## src/mf3_pkg.sv

```systemverilog
package mf3_pkg;

  // Line geometry
  localparam int unsigned MaxLineLength   = 4096;
  localparam int unsigned PosW            = $clog2(MaxLineLength);
  localparam int unsigned CfgW            = 13;
  localparam int unsigned LineLengthReset = 640;
  localparam int unsigned MinLineLength   = 3;

  // Pixel and result queue
  localparam int unsigned PixW      = 8;
  localparam int unsigned FifoDepth = 4;
  localparam int unsigned PtrW      = $clog2(FifoDepth);
  localparam int unsigned CntW      = $clog2(FifoDepth + 1);

  typedef logic [PixW-1:0] pix_t;
  typedef logic [8:0][PixW-1:0] win_t;

  // One result item as held in the output queue
  typedef struct packed {
    pix_t pix;
    logic last;
  } res_t;

  // Control of the item held between the input side and the median network
  typedef struct packed {
    logic vld;
    logic emit0;   // result for the previous position
    logic emit1;   // extra result for the last column of a line
    logic border;  // previous position is copied, not filtered
  } job_ctl_t;

  // Compare and exchange: returns {lower, higher}
  function automatic logic [2*PixW-1:0] cas(input pix_t a, input pix_t b);
    cas = (a > b) ? {b, a} : {a, b};
  endfunction

  // Median of nine by a fixed 19-step exchange network
  function automatic pix_t median9(input win_t w);
    win_t p;
    p = w;
    {p[1], p[2]} = cas(p[1], p[2]);
    {p[4], p[5]} = cas(p[4], p[5]);
    {p[7], p[8]} = cas(p[7], p[8]);
    {p[0], p[1]} = cas(p[0], p[1]);
    {p[3], p[4]} = cas(p[3], p[4]);
    {p[6], p[7]} = cas(p[6], p[7]);
    {p[1], p[2]} = cas(p[1], p[2]);
    {p[4], p[5]} = cas(p[4], p[5]);
    {p[7], p[8]} = cas(p[7], p[8]);
    {p[0], p[3]} = cas(p[0], p[3]);
    {p[5], p[8]} = cas(p[5], p[8]);
    {p[4], p[7]} = cas(p[4], p[7]);
    {p[3], p[6]} = cas(p[3], p[6]);
    {p[1], p[4]} = cas(p[1], p[4]);
    {p[2], p[5]} = cas(p[2], p[5]);
    {p[4], p[7]} = cas(p[4], p[7]);
    {p[4], p[2]} = cas(p[4], p[2]);
    {p[6], p[4]} = cas(p[6], p[4]);
    {p[4], p[2]} = cas(p[4], p[2]);
    median9 = p[4];
  endfunction

endpackage

```

## src/median_filter_3x3.sv

```systemverilog
// A result passes from the input register, through the median network, into the output
// queue, and leaves from there.
// Throughput: one column per cycle; the last column of a line gives two items, which the
// four-entry output queue absorbs, so a stall only follows when the sink falls behind.
// Reset (rst_ni low, asynchronous): line_length returns to 640, position and queue clear.
module median_filter_3x3
  import mf3_pkg::*;
(
  input  logic            clk_i,
  input  logic            rst_ni,
  // Configuration: line_length
  input  logic            cfg_we_i,
  input  logic [CfgW-1:0] cfg_wdata_i,
  // Column input
  input  logic            s_axis_tvalid,
  output logic            s_axis_tready,
  input  logic [23:0]     s_axis_tdata,   // upper_pixel, center_pixel, lower_pixel
  input  logic            s_axis_tuser,   // edge_line
  // Result output
  output logic            m_axis_tvalid,
  input  logic            m_axis_tready,
  output logic [7:0]      m_axis_tdata,   // filtered_pixel
  output logic            m_axis_tlast    // line_done
);

  logic [CfgW-1:0] len_q;
  logic [PosW-1:0] pos_q, pos_d, lim;
  logic            held_edge_q;
  pix_t            old_q [3];
  pix_t            new_q [3];
  pix_t            col   [3];
  logic            s_acc, m_acc, last_col;

  job_ctl_t        job_q, job_d;
  win_t            win_q;

  res_t            fifo_q [FifoDepth];
  logic [PtrW-1:0] wr_ptr_q, rd_ptr_q;
  logic [CntW-1:0] cnt_q, cnt_d, job_n, n_push, n_in;
  res_t            res0, res1;

  assign col[0] = s_axis_tdata[7:0];
  assign col[1] = s_axis_tdata[15:8];
  assign col[2] = s_axis_tdata[23:16];

  assign s_acc = s_axis_tvalid && s_axis_tready;
  assign m_acc = m_axis_tvalid && m_axis_tready;

  // Configuration register
  always_ff @(posedge clk_i or negedge rst_ni) begin
    if (!rst_ni) begin
      len_q <= CfgW'(LineLengthReset);
    end else if (cfg_we_i) begin
      len_q <= cfg_wdata_i;
    end
  end

  // Last position of the line, with the length clamped to its legal range
  always_comb begin
    if (len_q < CfgW'(MinLineLength)) begin
      lim = PosW'(MinLineLength - 1);
    end else if (len_q > CfgW'(MaxLineLength)) begin
      lim = PosW'(MaxLineLength - 1);
    end else begin
      lim = PosW'(len_q - CfgW'(1));
    end
  end

  assign last_col = (pos_q >= lim);
  assign pos_d    = last_col ? '0 : pos_q + PosW'(1);

  // Position and edge flag
  always_ff @(posedge clk_i or negedge rst_ni) begin
    if (!rst_ni) begin
      pos_q       <= '0;
      held_edge_q <= 1'b0;
    end else if (s_acc) begin
      pos_q       <= pos_d;
      held_edge_q <= s_axis_tuser;
    end
  end

  // Column history and window capture
  always_ff @(posedge clk_i) begin
    if (s_acc) begin
      for (int i = 0; i < 3; i++) begin
        old_q[i] <= new_q[i];
        new_q[i] <= col[i];
      end
      win_q <= {col[2], col[1], col[0], new_q[2], new_q[1], new_q[0],
                old_q[2], old_q[1], old_q[0]};
    end
  end

  // Job control for the median stage
  always_comb begin
    job_d.vld    = s_acc;
    job_d.emit0  = s_acc && (pos_q != '0);
    job_d.emit1  = s_acc && last_col;
    job_d.border = (pos_q == PosW'(1)) || held_edge_q;
  end

  always_ff @(posedge clk_i or negedge rst_ni) begin
    if (!rst_ni) begin
      job_q <= '0;
    end else begin
      job_q <= job_d;
    end
  end

  // Median network and result forming; window index 4 is the previous center pixel
  always_comb begin
    res0.pix  = job_q.border ? win_q[4] : median9(win_q);
    res0.last = 1'b0;
    res1.pix  = win_q[7];
    res1.last = 1'b1;
  end

  assign job_n  = job_q.vld ? CntW'(job_q.emit0) + CntW'(job_q.emit1) : '0;
  assign n_push = job_n;

  // Results the offered column would cause
  assign n_in = CntW'(pos_q != '0) + CntW'(last_col);

  // Room for the offered column's results beyond what is queued or still in the median stage
  assign s_axis_tready = (cnt_q + job_n + n_in) <= CntW'(FifoDepth);

  // Output queue storage
  always_ff @(posedge clk_i) begin
    if (job_q.vld && job_q.emit0) begin
      fifo_q[wr_ptr_q] <= res0;
      if (job_q.emit1) begin
        fifo_q[wr_ptr_q + PtrW'(1)] <= res1;
      end
    end else if (job_q.vld && job_q.emit1) begin
      fifo_q[wr_ptr_q] <= res1;
    end
  end

  assign cnt_d = cnt_q + n_push - CntW'(m_acc);

  // Output queue pointers
  always_ff @(posedge clk_i or negedge rst_ni) begin
    if (!rst_ni) begin
      wr_ptr_q <= '0;
      rd_ptr_q <= '0;
      cnt_q    <= '0;
    end else begin
      wr_ptr_q <= wr_ptr_q + PtrW'(n_push);
      if (m_acc) begin
        rd_ptr_q <= rd_ptr_q + PtrW'(1);
      end
      cnt_q <= cnt_d;
    end
  end

  assign m_axis_tvalid = (cnt_q != '0);
  assign m_axis_tdata  = fifo_q[rd_ptr_q].pix;
  assign m_axis_tlast  = fifo_q[rd_ptr_q].last;

  // Checks
  a_no_overflow: assert property (@(posedge clk_i) disable iff (!rst_ni)
    (cnt_q + job_n) <= CntW'(FifoDepth))
    else $error("output queue overflow");

  a_first_col_silent: assert property (@(posedge clk_i) disable iff (!rst_ni)
    s_acc && (pos_q == '0) |=> !job_q.emit0)
    else $error("result produced for first column");

  a_last_col_two: assert property (@(posedge clk_i) disable iff (!rst_ni)
    s_acc && last_col |=> job_q.emit0 && job_q.emit1 && (pos_q == '0))
    else $error("line end not handled");

  a_pop_has_data: assert property (@(posedge clk_i) disable iff (!rst_ni)
    m_acc |-> (cnt_q != '0))
    else $error("pop from empty queue");

endmodule
```

## config.mk

```make
export PLATFORM = sky130hd
export DESIGN_NAME = median_filter_3x3
export DESIGN_NICKNAME = d
export VERILOG_FILES = /design/src/mf3_pkg.sv /design/src/median_filter_3x3.sv
export SDC_FILE = /design/constraint.sdc
export NUM_CORES = 1
export LEC_CHECK = 0
export ABC_AREA = 1
export BUFFER_PORTS_ARGS = -buffer_cell sky130_fd_sc_hd__buf_4
export CAP_MARGIN = 40
export CORE_MARGIN = 2
export CORE_UTILIZATION = 25
export CTS_CLUSTER_SIZE = 20
export DETAILED_ROUTE_END_ITERATION = 6
export PLACE_DENSITY = 0.4
export SLEW_MARGIN = 30
export SYNTH_ARGS = -nofsm -noshare
export SYNTH_HDL_FRONTEND = slang
export SYNTH_SLANG_ARGS = --single-unit
```

## constraint.sdc

```tcl
create_clock -name clk_i -period 21.9 [get_ports clk_i]
set_input_delay 2.19 -clock clk_i [delete_from_list [all_inputs] [get_ports clk_i]]
set_output_delay 2.19 -clock clk_i [all_outputs]
set_load 0.01 [all_outputs]
```

Word-level counts from Yosys, hierarchy flattened:

Memories as Yosys holds them, arrays and structs flattened. A register that Yosys moved wholly into a read port is not among the register bits.
Cells that the tools add are included.

* add/sub/neg operators: 10
* magnitude comparators: 23
* equal/unequal tests: 1
* multiplexer cells: 35
* bitwise gates (word level): 1
* reductions and logical operators: 9

Operator list (number)
* 16-bit two-way mux: 15
* 8-bit greater-than comparator: 19
* 8-bit two-way mux: 5
* 12-bit two-way mux: 3
* 13-bit greater-than comparator, second input constant: 1
* 13-bit by 2-bit < comparator with 1-bit output, second input constant: 1
* 12-bit by 1-bit adder with 12-bit output, second input constant: 1
* 12-bit by 1-bit equality test with 1-bit output, second input constant: 1
* 12-bit greater-or-equal comparator: 1
* 12-bit nonzero test: 1
* 12-bit by 1-bit subtractor with 12-bit output, second input constant: 1
* 1-bit two-way mux: 10
* 9-bit two-way mux: 1
* 3-bit by 2-bit adder with 3-bit output: 2
* 1-bit logical AND: 6
* 1-bit by 1-bit adder with 2-bit output: 2
* 2-bit by 1-bit adder with 2-bit output, second input constant: 2
* 3-bit less-or-equal comparator, second input constant: 1
* 3-bit nonzero test: 1
* 3-bit by 1-bit subtractor with 3-bit output: 1
* 2-bit adder: 1
* 2-bit two-way mux: 1
* 1-bit logical OR: 1
* 1-bit OR: 1

* bits in registers: 85
* memory bits (writable): 84
* input port bits: 43
* output and inout bits: 11
* logic and storage cells: 98
* memories: 3

Memories
* fifo_q: words 4, bits a word 9, read ports 1, clocked after Yosys merged registers in 0, wr ports 2, line median_filter_3x3.sv:37 `res_t fifo_q [FifoDepth];`
* new_q: words 3, bits a word 8, read ports 3, clocked after Yosys merged registers in 0, wr ports 3, line median_filter_3x3.sv:30 `pix_t new_q [3];`
* old_q: words 3, bits a word 8, read ports 3, clocked after Yosys merged registers in 3, wr ports 3, line median_filter_3x3.sv:29 `pix_t old_q [3];`

Depth between registers and ports, before layout:

Gate-level depths: netlist of the first run.

* word-level depth: 20
* depth in mapped cells: 107
* gate-level depth less buffers: 100

Least setup slack after synthesis of the first run:

No wires, ideal clock.

* path type: reg2reg
* from: memory old_q[0][15] (netlist bit)
* to: memory fifo_q[3][1] (netlist bit) (data pin)
* setup time: 0.254 ns
* data arrival time: 12.876 ns
* required time: 21.646 ns
* slack: 8.771 ns
* cell stages (with the launch flop): 86
* buffers on the path: 8
* clock period less this slack: 13.129 ns
* path through: edfxtp_1 -> ha_1 -> a21o_1 -> nor2_1 -> nand2_1 -> nand2_2 -> clkbuf_1 -> clkbuf_1 -> o21ai_0 -> inv_1 -> ha_1 -> a21oi_1 -> nor2_1 -> a211oi_1 -> nand2_2 -> nand2_2 -> inv_1 -> buf_2 -> (+50 left out) -> nor2_1 -> a211oi_1 -> nand2_4 -> nand2_4 -> nand2_2 -> and2_1 -> ha_1 -> nand4_1 -> inv_1 -> nand2_1 -> a21oi_1 -> clkinv_1 -> o21ai_0 -> inv_1 -> nand2_1 -> nand2_2 -> nand3_1 -> nand2_1

RTL lines (line)
* from (decl): median_filter_3x3.sv:29
* to (decl): median_filter_3x3.sv:37

==> results of run 1 <==
[critical path: cells and delay by family (launching register included)]
| kind | cells | cell delay (ps) |
|---|---|---|
| simple gates | 38 | 3720 |
| fa+ha+maj | 9 | 2860 |
| compound gates | 23 | 5960 |
| flops | 1 | 580 |
| buf+inv | 13 | 2190 |
[how the worst min path moves through the flow]
| stage | startpoint | to | slack, ps | depth (start not counted) |
|---|---|---|---|---|
| floorplan | fifo_q[1][0]$_SDFFE_PP1P_ | fifo_q[1][0]$_SDFFE_PP1P_ | 410 | 2 |
| global placement | win_q[46]$_DFFE_PP_ | win_q[22]$_DFFE_PP_ | 430 | 0 |
| detailed placement | fifo_q[1][0]$_SDFFE_PP1P_ | fifo_q[1][0]$_SDFFE_PP1P_ | 430 | 2 |
| CTS | fifo_q[1][0]$_SDFFE_PP1P_ | fifo_q[1][0]$_SDFFE_PP1P_ | 450 | 2 |
| global route | fifo_q[2][0]$_SDFFE_PP1P_ | fifo_q[2][0]$_SDFFE_PP1P_ | 460 | 2 |
| finish | fifo_q[1][0]$_SDFFE_PP1P_ | fifo_q[1][0]$_SDFFE_PP1P_ | 450 | 2 |
[cell type report]
class,instances,area (sq um)
fillers,5460,35510
multi-input cells,1328,7565
flip-flops and latches,145,4131
well taps,672,840.8
inverters,200,752.0
repair buffers,72,553.0
clock buffers,18,429.2
clock inverters,14,187.7
[cells in the mapped netlist (all sizes together), types with 2 or more instances]
library cell and n:
xor2 9, dfrtp 35, and2 6, or2 2, fa 2, nor3 10
clkbuf 34, nand2 515, inv 194, a2111oi 2, o211ai 5, dfxtp 4
xnor2 3, dfstp 2, clkinv 6, nor2 113, ha 169, a21oi 79
o21a 2, buf 9, o21bai 2, a31oi 3, o21ai 265, a32oi 3
o22ai 9, a211oi 12, o31ai 9, nand3 77, edfxtp 104, o221ai 3
nor4 2, nand4 17, a21o 2
[per-stage QoR]
stage | area, sq um | setup WS, ps | hold slack (ps) | util (%) | cells
2_1_floorplan | 12610 | 8771 | 413.6 | - | 1716
3_3_place_gp | 13740 | 6352 | 431.1 | 27.50 | 2406
3_5_place_dp | 13820 | 6338 | 432.4 | 27.65 | 2413
4_1_cts | 14430 | 6291 | 448.3 | 28.89 | 2445
5_1_grt | 14460 | 4725 | 463.8 | 28.94 | 2449
6_report | 14460 | 6345 | 447.6 | 28.94 | 2449
[cells by family (layout without fill, tap and decap cells)]
group                    count (synthesis)  in the layout  share of synthesized area (%)
XOR/XNOR                                12             12                         0.8333
AND/OR/NAND/NOR                        745            745                          24.85
flip-flops                             145            145                          32.75
AO/OA/AOI/OAI                          399            399                          17.02
adder cells (fa/ha/maj)                171            171                          17.08
multiplexers                             1              1                        0.08927
buffers and inverters                  243            304                          7.370
[state kept, by name, summed over array words and instances, names as in the netlist]
| register | count |
|---|---|
| cnt_q | 3 |
| job_q | 4 |
| pos_q | 12 |
| res1 | 7 |
| old_q | 3 |
| rd_ptr_q | 2 |
| held_edge_q | 1 |
| win_q | 59 |
| fifo_q | 36 |
| new_q | 3 |
| len_q | 13 |
| wr_ptr_q | 2 |
[metal layers]
metal  up-vias  track usage (%)  wire length [um]
met4         0            5.270               969
met3        44            1.834              1251
met2       200            27.85             19880
li1       5902                -                 -
met1      5247            20.59             18740
met5         -                0                 0
==> run metrics, run 1 <==
vias post-DR 11390; most common cell after layout, fill and taps aside nand2_1; cells after synthesis 1716; vias in the first global route 11200; RR Startpoint res1[4]$_DFFE_PP_; post-CTS sizing 0; number of core rows 82; Synth area leader edfxtp_1; Post-synth EDFFs 104; asr flop ratio synth 25.52%; layout cells sized above 1 9.342%; Antenna Diode Count 0; Worst slew margin 42.72%; GP Congestion 0.8621; Worst-Margin Slew 856.0 ps; CP endpoint fifo_q[3][1]$_DFFE_PP_; #FFs+latches synth 145; IO Count 54; setup TNS 0 ps; fin. max-slew vios 0; die area 52270 sq um; startpoint types flop; most used cell, CP nand2_1; initial antenna violation count 0; Port-buffer cells 53; RSZ-0062 raised after global routing false; CTS tree yes; main flop type after synthesis edfxtp_1; nets@finish 1978; final hold vios 0; critical path fanouts, max 31; synth warn 0; CP endpoint kind flop; core area 49970 sq um; R2R cell count 83; post-DP HPWL 33370 um; pin count of the biggest net entering global routing 46; Arr. time, crit path 15750 ps; Mean Syn Cell Area 7.350 sq um; syn nets 1930; CP peak stage delay 590 ps; Tcrit/Tclk final 71.03%; Post-CTS Setup Bufs 0; final setup fails 0; share of the synthesized area in the top cell type 24.76%; critical path type reg -> reg; DRC Markers 0; Die Height 228.6 um; Area Growth Syn to Fin 14.63%; TritonRoute pass-1 iters 5; Synth area leaders edfxtp_1 25%, ha_1 17%, nand2_1 14%; Die X 228.6 um; flop2flop setup slack 6350 ps; Yosys cell types 52; Remaining Overflow, GRT 0; CTS buffer count 17; CP required 22090 ps; post-route antenna net violation count 0; Final min period 15550 ps; clk_lat worst skew 440 ps; GRT Total Usage 16.02%; Clock Tree Root clkbuf_16; sequential area share after synthesis 32.75%; first-pass GRT wire length 64050 um; Clock Pin Slew Worst Setup and Hold Paths 60 ps; initial drt markers 621; worst r2r dst fifo_q[3][1]$_DFFE_PP_; Routed WL per cell 16.68 um; Initial Util 25.24%; Post-CTS Hold Fix Bufs 0; commonest non-fill, non-tap cells in the layout 474 x nand2_1, 230 x o21ai_0, 188 x inv_1; Max clock buf depth 2; max_cap viols 0; Max Clock Skew 11.67 ps; vias per inst 4.652; status finished, final reports clean; f_max 64.29 MHz; Mapped Area 12610 sq um; H-tree levels 4; Sink Count 145; slowest CP cell o21ai_0; Worst Hold Class reg -> reg; DRT Wirelength 40840 um; crit path launch res1[4]$_DFFE_PP_
Power of run 1 is not shown: default switching activity piles up to over one toggle a cycle in this logic, so the estimate is an artifact.
==> run 2: changes to the inputs <==
Settings changed: PLACE_DENSITY 0.4 to 0.41.
Clock period 21.9 ns to 12.6 ns, I/O delays scaled along.
==> run 2 against run 1 <==
  * Hold slack got worse by 5.0 ps
  * Clock skew increased by 16 ps
  * Final cell count grew 6.2%
  * Flip-flop and latch count unchanged
  * Non-clock buffer count increased by 140
  * Core utilization rose by 4.7 points
  * Count of clock-buffer cells in the layout increased by 3
  * Die area is the same
  * Global-route usage fell by 0.096 points
  * Critical path depth up 7
  * Fmax increased by 29%
  * First-iteration DRC count is 9.5% higher
  * Largest cell class unchanged
==> run metrics, run 2 (synthesis results as in run 1) <==
worst r2r dst fifo_q[2][4]$_DFFE_PP_; Final Core Density 33.68% (+4.7 points); die area 52270 sq um (unchanged); vias post-DR 12180 (+6.9%); first-pass GRT wire length 64290 um (+0.38%); post-DP HPWL 33790 um (+1.2%); CP required 12790 ps (-9300 ps); Antenna Diode Count 0 (unchanged); Clock Tree Root clkbuf_16; Worst Hold Class reg -> reg; final hold vios 0 (unchanged); Die X 228.6 um (unchanged); initial drt markers 680 (+9.5%); Tcrit/Tclk final 95.72% (+25 points); Worst path depth 90 (+8.4%); CP Buf/Inv Count 18 (+5); number of core rows 82 (unchanged); vias per inst 4.683 (+0.67%); final setup fails 0 (unchanged); CP endpoint fifo_q[2][4]$_DFFE_PP_; Arr. time, crit path 12250 ps (-3500 ps); R2R cell count 90 (+8.4%); Final min period 12060 ps (-3495 ps); status finished, final reports clean; slowest CP cell edfxtp_1; nets@finish 2129 (+7.6%); Worst-Margin Slew 1204 ps (+347.6 ps); Max Clock Skew 27.50 ps (+15.83 ps); CTS buffer count 17 (unchanged); flop2flop setup slack 540 ps (-5810 ps); GRT Total Usage 15.92% (-0.096 points); GP Congestion 0.8586 (-0.41%); max_cap viols 0 (unchanged); Top reg by flops win_q; most common cell after layout, fill and taps aside nand2_1; Routed WL per cell 16.73 um (+0.31%); Post-CTS Hold Fix Bufs 0 (unchanged); Top Registers win_q: 59 flops, fifo_q: 36 flops, len_q: 13 flops; Max clock buf depth 2 (unchanged); IO Count 54 (unchanged); commonest non-fill, non-tap cells in the layout 442 x nand2_1, 190 x o21ai_0, 190 x buf_4; H-tree levels 4 (unchanged); TritonRoute pass-1 iters 5 (unchanged); DRT Wirelength 43490 um (+6.5%); startpoint types flop; CTS tree yes; WHS 442.6 ps (-5.039 ps); pin count of the biggest net entering global routing 67 (+46%); vias in the first global route 11320 (+1.1%); post-route antenna net violation count 0 (unchanged); most used cell, CP nand2_1; Sink Count 145 (unchanged); Remaining Overflow, GRT 0 (unchanged); Initial Util 25.24% (unchanged); RR Startpoint win_q[37]$_DFFE_PP_; Worst slew margin 19.46% (-23 points); CP endpoint kind flop; f_max 82.92 MHz (+29%); crit path launch win_q[37]$_DFFE_PP_; layout cells sized above 1 25.99% (+17 points); core area 49970 sq um (unchanged); DRC Markers 0 (unchanged); critical path type reg -> reg; fin. max-slew vios 0 (unchanged); delay-heaviest family, CP simple AND/OR/NAND/NOR gates; critical path fanouts, max 7 (-77%); CP peak stage delay 510 ps (-80 ps); Largest register FFs 59 (unchanged); Port-buffer cells 53 (unchanged); initial antenna violation count 0 (unchanged); Die Height 228.6 um (unchanged); Area Growth Syn to Fin 33.41%; clk_lat worst skew 450 ps (about the same); Clock Pin Slew Worst Setup and Hold Paths 70 ps (about the same)
==> run 2: changes by cell type in the layout (fill, tap and decap cells not counted), sizes merged <==
cell	change
inv	-4
buf	+138
bufinv	-2
clkinvlp	+10
clkbuf	+5
nand2	+4
==> run 2: timing repair <==
| action | CTS | global route |
|---|---|---|
| pin swaps | 2 | 101 |
| setup endpoints to repair | 32 | 32 |
| buffers inserted | 2 | 59 |
| gates cloned | 1 | 14 |
| gates resized for setup | 31 | 272 |
==> run 2: worst min path at each step <==
stage | startpoint | endpoint | slack, ps | depth (start not counted)
after floorplan | fifo_q[1][0]$_SDFFE_PP1P_ | fifo_q[1][0]$_SDFFE_PP1P_ | 410 | 2
after global placement | old_q[0][23]$_DFFE_PP_ | win_q[23]$_DFFE_PP_ | 430 | 0
after detailed placement | fifo_q[1][0]$_SDFFE_PP1P_ | fifo_q[1][0]$_SDFFE_PP1P_ | 430 | 2
after CTS | win_q[45]$_DFFE_PP_ | win_q[21]$_DFFE_PP_ | 450 | 0
after global routing | win_q[69]$_DFFE_PP_ | win_q[45]$_DFFE_PP_ | 460 | 0
final | fifo_q[1][0]$_SDFFE_PP1P_ | fifo_q[1][0]$_SDFFE_PP1P_ | 440 | 2
==> run 2: tightest hold or removal path: stages, from the launching register on <==
cell and delay, ps:
dfxtp_1 320, nand2_1 50, nand2_1 40
==> run 2: routing by layer <==
layer	GRT usage, %	part of all wire [%]
met1	20.56	46
met2	27.66	49
met3	1.946	2.7
met4	4.841	2.4
met5	0	0
==> run 2: final cells by class <==
| class | instances | area, sq um |
|---|---|---|
| Sequential cell | 145 | 4131 |
| Clock inverter | 11 | 117.6 |
| Timing Repair inverter | 7 | 46.29 |
| Clock buffer | 21 | 440.4 |
| Tap cell | 672 | 840.8 |
| Inverter | 200 | 774.5 |
| Timing Repair Buffer | 212 | 1704 |
| Fill cell | 5317 | 33140 |
| Multi-Input combinational cell | 1332 | 8772 |
==> run 2: per-stage QoR <==
stage	setup TNS, ps	area (sq um)	worst slack, ps	std cells
floorplan	0	12630	39.83	1716
global placement	-16030	14330	-587.8	2483
detailed placement	-17990	14370	-626.0	2488
CTS	0	15000	1.413	2523
global route	-6168	16830	-228.6	2600
finish	0	16830	539.9	2600
Power of run 2 is left out for the same reason.
